**src/rtl/core/bdq_pkg.sv**
```systemverilog
// ----------------------------------------------------------------------------
// bdq_pkg
// Shared types, sizes and helpers for the bounded deque with value removal.
// ----------------------------------------------------------------------------
package bdq_pkg;

    localparam int CAPACITY      = 64;
    localparam int WORD_BITS     = 32;
    localparam int ADDR_BITS     = (CAPACITY > 2) ? $clog2(CAPACITY) : 1;
    localparam int CNT_BITS      = $clog2(CAPACITY + 1);
    localparam int OUT_CNT_BITS  = 7;
    localparam int BAL_BITS      = CNT_BITS + 2;

    typedef logic [WORD_BITS-1:0]    t_word;
    typedef logic [ADDR_BITS-1:0]    t_addr;
    typedef logic [CNT_BITS-1:0]     t_cnt;
    typedef logic [OUT_CNT_BITS-1:0] t_ocnt;
    typedef logic [BAL_BITS-1:0]     t_bal;

    typedef enum logic [1:0] {
        ACT_PUSH_FRONT = 2'd0,
        ACT_PUSH_REAR  = 2'd1,
        ACT_DROP_FRONT = 2'd2,
        ACT_REMOVE     = 2'd3
    } t_action;

    typedef enum logic [1:0] {
        STS_OK        = 2'd0,
        STS_EMPTY_POP = 2'd1,
        STS_FULL_PUSH = 2'd2
    } t_status;

    typedef enum logic {
        ST_IDLE = 1'b0,
        ST_SCAN = 1'b1
    } t_state;

    // slot that lies offset entries after the front
    function automatic t_addr slot_of(input t_addr front, input t_cnt offset);
        logic [CNT_BITS:0] sum;
        sum = (CNT_BITS+1)'(front) + (CNT_BITS+1)'(offset);
        if (sum >= (CNT_BITS+1)'(CAPACITY)) begin
            sum = sum - (CNT_BITS+1)'(CAPACITY);
        end
        return ADDR_BITS'(sum);
    endfunction

endpackage

```
**src/rtl/core/bounded_deque_with_value_removal.sv**
```systemverilog
// ----------------------------------------------------------------------------
// bounded_deque_with_value_removal
// Fixed-capacity deque of words in a circular buffer with push front, push
// back, pop front and remove-all-matching with in-place compaction.
//
//  channel   dir  signals                                       handshake
//  request   in   i_action, i_value                             start & !busy
//  result    out  o_count, o_is_empty, o_status, o_removed_count o_done
//
//  push and pop: result beat on the cycle after acceptance, busy
//  stays low so a new beat may follow at once.
//  remove: busy from the cycle after acceptance through the scan; one entry
//  read per cycle from the single read port, compare and compacting write
//  in the following cycle; result beat as busy falls.
//  reset: synchronous, clears front, count and control; memory is not cleared.
//  the receiver cannot stall; each result beat lasts exactly one cycle.
// ----------------------------------------------------------------------------
module bounded_deque_with_value_removal (
    input  logic        i_clk,
    input  logic        i_rst_n,
    input  logic        start,
    output logic        busy,
    input  logic [1:0]  i_action,
    input  logic signed [31:0] i_value,
    output logic        o_done,
    output logic [6:0]  o_count,
    output logic        o_is_empty,
    output logic [1:0]  o_status,
    output logic [6:0]  o_removed_count
);

    bdq_pkg::t_state  r_state, n_state;
    bdq_pkg::t_addr   r_front, n_front;
    bdq_pkg::t_cnt    r_total, n_total;
    bdq_pkg::t_cnt    r_rd, n_rd;
    bdq_pkg::t_cnt    r_kept, n_kept;
    bdq_pkg::t_cnt    r_removed, n_removed;
    logic             r_chk, n_chk;
    bdq_pkg::t_word   r_word, n_word;
    logic             r_done, n_done;
    bdq_pkg::t_ocnt   r_count, n_count;
    logic             r_empty, n_empty;
    bdq_pkg::t_status r_status, n_status;
    bdq_pkg::t_ocnt   r_rmcnt, n_rmcnt;

    logic             accept;
    logic             scan_end;
    logic             match;
    logic             mem_we;
    bdq_pkg::t_addr   mem_waddr;
    bdq_pkg::t_word   mem_wdata;
    bdq_pkg::t_addr   mem_raddr;
    bdq_pkg::t_word   mem_rdata;
    bdq_pkg::t_word   in_word;
    bdq_pkg::t_action act;

    assign accept   = start && !busy;
    assign in_word  = bdq_pkg::t_word'($unsigned(i_value));
    assign act      = bdq_pkg::t_action'(i_action);
    assign scan_end = (r_rd == r_total) && !r_chk;
    assign match    = r_chk && (mem_rdata == r_word);

    bdq_store u_store (
        .i_clk   (i_clk),
        .i_we    (mem_we),
        .i_waddr (mem_waddr),
        .i_wdata (mem_wdata),
        .i_raddr (mem_raddr),
        .o_rdata (mem_rdata)
    );

    // next state
    always_comb begin
        n_state = r_state;
        unique case (r_state)
            bdq_pkg::ST_IDLE: begin
                if (accept && act == bdq_pkg::ACT_REMOVE) begin
                    n_state = bdq_pkg::ST_SCAN;
                end
            end
            bdq_pkg::ST_SCAN: begin
                if (scan_end) begin
                    n_state = bdq_pkg::ST_IDLE;
                end
            end
            default: n_state = bdq_pkg::ST_IDLE;
        endcase
    end

    // datapath and outputs
    always_comb begin
        busy      = (r_state == bdq_pkg::ST_SCAN);
        n_front   = r_front;
        n_total   = r_total;
        n_rd      = r_rd;
        n_kept    = r_kept;
        n_removed = r_removed;
        n_chk     = 1'b0;
        n_word    = r_word;
        n_done    = 1'b0;
        n_count   = r_count;
        n_empty   = r_empty;
        n_status  = r_status;
        n_rmcnt   = r_rmcnt;
        mem_we    = 1'b0;
        mem_waddr = bdq_pkg::slot_of(r_front, r_kept);
        mem_wdata = mem_rdata;
        mem_raddr = bdq_pkg::slot_of(r_front, r_rd);

        unique case (r_state)
            bdq_pkg::ST_IDLE: begin
                if (accept) begin
                    n_status = bdq_pkg::STS_OK;
                    n_rmcnt  = '0;
                    unique case (act)
                        bdq_pkg::ACT_PUSH_FRONT: begin
                            if (r_total >= bdq_pkg::t_cnt'(bdq_pkg::CAPACITY)) begin
                                n_status = bdq_pkg::STS_FULL_PUSH;
                            end else begin
                                n_front   = (r_front == '0)
                                          ? bdq_pkg::t_addr'(bdq_pkg::CAPACITY - 1)
                                          : r_front - 1'b1;
                                n_total   = r_total + 1'b1;
                                mem_we    = 1'b1;
                                mem_waddr = n_front;
                                mem_wdata = in_word;
                            end
                        end
                        bdq_pkg::ACT_PUSH_REAR: begin
                            if (r_total >= bdq_pkg::t_cnt'(bdq_pkg::CAPACITY)) begin
                                n_status = bdq_pkg::STS_FULL_PUSH;
                            end else begin
                                n_total   = r_total + 1'b1;
                                mem_we    = 1'b1;
                                mem_waddr = bdq_pkg::slot_of(r_front, r_total);
                                mem_wdata = in_word;
                            end
                        end
                        bdq_pkg::ACT_DROP_FRONT: begin
                            if (r_total == '0) begin
                                n_status = bdq_pkg::STS_EMPTY_POP;
                            end else begin
                                n_front = bdq_pkg::slot_of(r_front, bdq_pkg::t_cnt'(1));
                                n_total = r_total - 1'b1;
                            end
                        end
                        default: begin
                            n_word    = in_word;
                            n_rd      = '0;
                            n_kept    = '0;
                            n_removed = '0;
                        end
                    endcase
                    if (act != bdq_pkg::ACT_REMOVE) begin
                        n_done  = 1'b1;
                        n_count = bdq_pkg::t_ocnt'(n_total);
                        n_empty = (n_total == '0);
                    end
                end
            end
            bdq_pkg::ST_SCAN: begin
                if (r_rd != r_total) begin
                    n_rd  = r_rd + 1'b1;
                    n_chk = 1'b1;
                end
                if (r_chk) begin
                    if (match) begin
                        n_removed = r_removed + 1'b1;
                    end else begin
                        mem_we = 1'b1;
                        n_kept = r_kept + 1'b1;
                    end
                end
                if (scan_end) begin
                    n_total  = r_kept;
                    n_done   = 1'b1;
                    n_count  = bdq_pkg::t_ocnt'(r_kept);
                    n_empty  = (r_kept == '0);
                    n_status = bdq_pkg::STS_OK;
                    n_rmcnt  = bdq_pkg::t_ocnt'(r_removed);
                end
            end
            default: ;
        endcase
    end

    always_ff @(posedge i_clk) begin
        if (!i_rst_n) begin
            r_state <= bdq_pkg::ST_IDLE;
            r_front <= '0;
            r_total <= '0;
            r_chk   <= 1'b0;
            r_done  <= 1'b0;
        end else begin
            r_state <= n_state;
            r_front <= n_front;
            r_total <= n_total;
            r_chk   <= n_chk;
            r_done  <= n_done;
        end
    end

    always_ff @(posedge i_clk) begin
        r_rd      <= n_rd;
        r_kept    <= n_kept;
        r_removed <= n_removed;
        r_word    <= n_word;
        r_count   <= n_count;
        r_empty   <= n_empty;
        r_status  <= n_status;
        r_rmcnt   <= n_rmcnt;
    end

    assign o_done          = r_done;
    assign o_count         = r_count;
    assign o_is_empty      = r_empty;
    assign o_status        = r_status;
    assign o_removed_count = r_rmcnt;

    a_total_bound: assert property (@(posedge i_clk) disable iff (!i_rst_n)
        r_total <= bdq_pkg::t_cnt'(bdq_pkg::CAPACITY))
        else $error("entry count exceeds capacity");

    a_push_pop_beat: assert property (@(posedge i_clk) disable iff (!i_rst_n)
        (accept && act != bdq_pkg::ACT_REMOVE) |=> o_done)
        else $error("missing result beat after push or pop");

    a_scan_balance: assert property (@(posedge i_clk) disable iff (!i_rst_n)
        (r_state == bdq_pkg::ST_SCAN) |->
        (bdq_pkg::t_bal'(r_kept) + bdq_pkg::t_bal'(r_removed) + bdq_pkg::t_bal'(r_chk)
            == bdq_pkg::t_bal'(r_rd)))
        else $error("scan bookkeeping out of balance");

    a_scan_no_beat: assert property (@(posedge i_clk) disable iff (!i_rst_n)
        ($past(r_state) == bdq_pkg::ST_SCAN && r_state == bdq_pkg::ST_SCAN) |-> !o_done)
        else $error("result beat in the middle of a scan");

endmodule

```
**src/rtl/core/bdq_store.sv**
```systemverilog
// ----------------------------------------------------------------------------
// bdq_store
// Entry memory: one write port, one read port with registered read data.
// ----------------------------------------------------------------------------
module bdq_store (
    input  logic            i_clk,
    input  logic            i_we,
    input  bdq_pkg::t_addr  i_waddr,
    input  bdq_pkg::t_word  i_wdata,
    input  bdq_pkg::t_addr  i_raddr,
    output bdq_pkg::t_word  o_rdata
);

    bdq_pkg::t_word mem [bdq_pkg::CAPACITY];
    bdq_pkg::t_word r_rdata;

    always_ff @(posedge i_clk) begin
        if (i_we) begin
            mem[i_waddr] <= i_wdata;
        end
        r_rdata <= mem[i_raddr];
    end

    assign o_rdata = r_rdata;

endmodule

```
**config.mk**
```make
export PLATFORM = sky130hd
export DESIGN_NAME = bounded_deque_with_value_removal
export DESIGN_NICKNAME = d
export VERILOG_FILES = /design/src/rtl/core/bdq_pkg.sv /design/src/rtl/core/bounded_deque_with_value_removal.sv /design/src/rtl/core/bdq_store.sv
export SDC_FILE = /design/constraint.sdc
export NUM_CORES = 2
export LEC_CHECK = 0
export ABC_AREA = 1
export BUFFER_PORTS_ARGS = -buffer_cell sky130_fd_sc_hd__buf_2
export CELL_PAD_IN_SITES_DETAIL_PLACEMENT = 1
export CELL_PAD_IN_SITES_GLOBAL_PLACEMENT = 1
export CORE_ASPECT_RATIO = 1.1
export CORE_UTILIZATION = 30
export CTS_BUF_LIST = sky130_fd_sc_hd__clkbuf_8
export DETAILED_ROUTE_END_ITERATION = 6
export PLACE_DENSITY_LB_ADDON = 0.1
export SLEW_MARGIN = 20
export SYNTH_ARGS = -nofsm -noshare
export SYNTH_HDL_FRONTEND = slang
export SYNTH_HIERARCHICAL = 1
export SYNTH_SLANG_ARGS = --single-unit
```
**constraint.sdc**
```tcl
create_clock -name i_clk -period 7.36 [get_ports i_clk]
set_input_delay 1.472 -clock i_clk [delete_from_list [all_inputs] [get_ports i_clk]]
set_output_delay 1.472 -clock i_clk [all_outputs]
set_load 0.01 [all_outputs]
```
==> metrics <==
most frequent cells in the layout nand2_1, edfxtp_1, nand3_1, clkbuf_8, inv_1; ys flop type edfxtp_1; Hold Path Depth 2; CTS tree built; final setup margin 2.42 ns; FFs w/ async S/R, synth 0; CTS Hold Bufs 0; layout cells sized above 1 0.103; CTS resizes 0; Yosys reg bits 2,166; Area growth syn-to-layout 13.9%; Synth Area in Adders 0.00407; largest family of logic cells by synthesized area simple AND/OR/NAND/NOR gates; Syn. warnings 6; clk buf depth 4; Worst setup EP type flip-flop; dpl hpwl 184,000 um; antenna viol nets, final 0; Slew headroom 0.228; Worst R2R Path Depth 11; vias in the first global route 60,500; Max VDD drop 0.000234 V; Final setup viols 0; status finished clean; cts bufs inserted 388; Worst-path clk slew 0.06 ns; Remaining DRCs 0; Net Count, Synth 7,546; worst slew pin tran 1.15 ns; Mapped Cells 7,482; pwr dens 329 nW/um^2; Worst Hold Class reg2reg; worst-skew pair later-pin latency 1.09 ns; GR Util met1 0.279; met2 usage in global routing 0.351; worst-path maximum fanout 23; clock sink count 2,166; Layout fillers 31,800; setup_tns 0 ns; GRT Max-Usage Layer met2; via count 58,700; Syn Std Cell Area 88,500 um^2; Die X 520 um; Tmin final 4.94 ns; Die ar. 297,000 um^2; CP Launch Type flip-flop; post-CTS setup buffer count 0; setup slack at placement 1.47 ns; WL final 317,000 um; Cells after DPL 11,100; wire length per cell 26.8 um; Synth Area in Compound Gates 0.00513; placed inst area 93,500 um^2; GR Layer Usage met3 0.0292; proportion of synthesized area in mux cells 0; Std-Cell Rows 208; Yosys cell types 42; critical path class reg2reg; Pleak 35.7 nW; post-synthesis xor/xnor area fraction 0.00485; Final Max Tran Viols 0; pin count of the biggest net entering global routing 183; fin crit share 0.672; EDFF count, synth 2,118; Avg Cell Area, Syn 11.8 um^2; CP Data Required Time 8.09 ns; most common cell after layout, fill and taps aside nand2_1; sequential area share after synthesis 0.730; First-pass DRT Iterations 5; CTS Root Cell clkbuf_8; design area 101,000 um^2; global placement routability congestion 0.840; RSZ-0062 raised after global routing false; Initial Util 0.302; IO Pins 56; first-pass GRT wire length 453,000 um; Final nets 7,691; post-route insts no fill 11,800; overall routing resource usage 0.211; Max Clock Skew 0.0826 ns; First DRT Iteration DRCs 4,444; Final Hold Vio Count 0; Max H-tree Level 5; Max-cap violations 0; total gr overflow 0; Core Footprint 293,000 um^2; Critical Path AT 5.67 ns; port bufs 55; DR vias/cell 4.96; FMAX 202 MHz; chip height 572 um; initial antenna violation count 17; Synth Area in Simple Gates 0.225
flip-flops by register name (all words and copies together) (netlist names):
name and cells:
busy 1, o_count 7, o_done 1, o_is_empty 1, o_removed_count 7, o_status 2
r_chk 1, r_front 6, r_kept 7, r_rd 7, r_removed 7, r_total 7
r_word 32, u_store/mem 2048, u_store/o_rdata 32
power breakdown:
| group | leakage [nW] | switching (mW) | total [mW] | internal [mW] |
|---|---|---|---|---|
| clock | 3.93 | 5.22 | 10.3 | 5.09 |
| combinational | 12.2 | 6.04 | 7.33 | 1.29 |
| sequential | 19.6 | 0.347 | 15.5 | 15.2 |
layout make-up:
type	count	area, um^2	share of cell area
multi-input cells	4760	21800	0.217
well taps	3885	4860	0.0483
inverters	86	373	0.00370
flip-flops and latches	2166	64600	0.641
clock buffers	399	5490	0.0545
clock inverters	289	1340	0.0133
repair buffers	225	2230	0.0221
diodes	17	42.5	0.000422
cell families (layout without fill, tap and decap cells):
kind of cell               count (synthesis)  in the layout
and+or+nand+nor                         4600           4600
DFF                                     2166           2166
buffers and inverters                    556            999
AOI/OAI and AO/OA                         84             84
xor gates and xnor gates                  49             49
adders and majority gates                 27             27
other                                      0             17
through the flow:
stage,power (mW),hold WS (ns),util
finish,33.2,0.596,0.344
global route,34.6,0.550,0.344
CTS,33.8,0.507,0.343
detailed placement,23.3,0.587,0.320
global placement,23.3,0.572,0.319
floorplan,19.1,0.504,-
critical path, stage by stage (launching register included):
cell and delay, ns:
dfxtp_1 0.45, ha_1 0.31, fa_1 0.39, nand2_1 0.10
nand2_1 0.06, a21oi_1 0.18, xor2_1 0.23, o21ai_1 0.34
inv_1 0.26, nand3_1 0.79, nor2_4 1.09, buf_4 0.33
path summary, 6_finish.rpt:
check / startpoint / to / slack (ns)
hold / removal: r_removed[1] / o_removed_count[1] / 0.60
setup / recovery: r_front[0] / u_store/mem[45][24] / 2.42
hold reg to reg: r_removed[1] / o_removed_count[1] / 0.60
setup reg to reg: r_front[0] / u_store/mem[45][24] / 2.42
cells in the mapped netlist, types with 2 or more instances:
cell type | number | area [um^2]
buf_4 | 42 | 315
o21ai_1 | 4 | 20.0
dfxtp_1 | 48 | 961
o21bai_1 | 2 | 15.0
xnor2_1 | 39 | 342
nand4_1 | 12 | 75.1
inv_1 | 75 | 282
fa_1 | 3 | 60.1
o31ai_1 | 2 | 15.0
nor2_2 | 5 | 31.3
buf_2 | 285 | 1430
nand2_1 | 2475 | 9290
xor2_1 | 10 | 87.6
nor2_4 | 4 | 45.0
buf_1 | 37 | 139
or2_2 | 6 | 37.5
ha_1 | 24 | 300
a21oi_1 | 38 | 190
nor4_1 | 11 | 68.8
o21ai_0 | 30 | 150
inv_4 | 3 | 18.8
a21o_1 | 2 | 15.0
nand3_1 | 1955 | 9780
buf_6 | 22 | 248
nor2_1 | 117 | 439
clkbuf_1 | 84 | 315
edfxtp_1 | 2118 | 63600
inv_2 | 8 | 30.0
nand2_2 | 5 | 31.3
nor3_1 | 4 | 20.0
layer usage:
layer  wire length [um]  vias up
met2             152000     1215
met1             141000    30200
met5                 13        -
li1                   -    26800
met3              12200      440
met4              12000        2
Power figures use the tool's default switching activity.
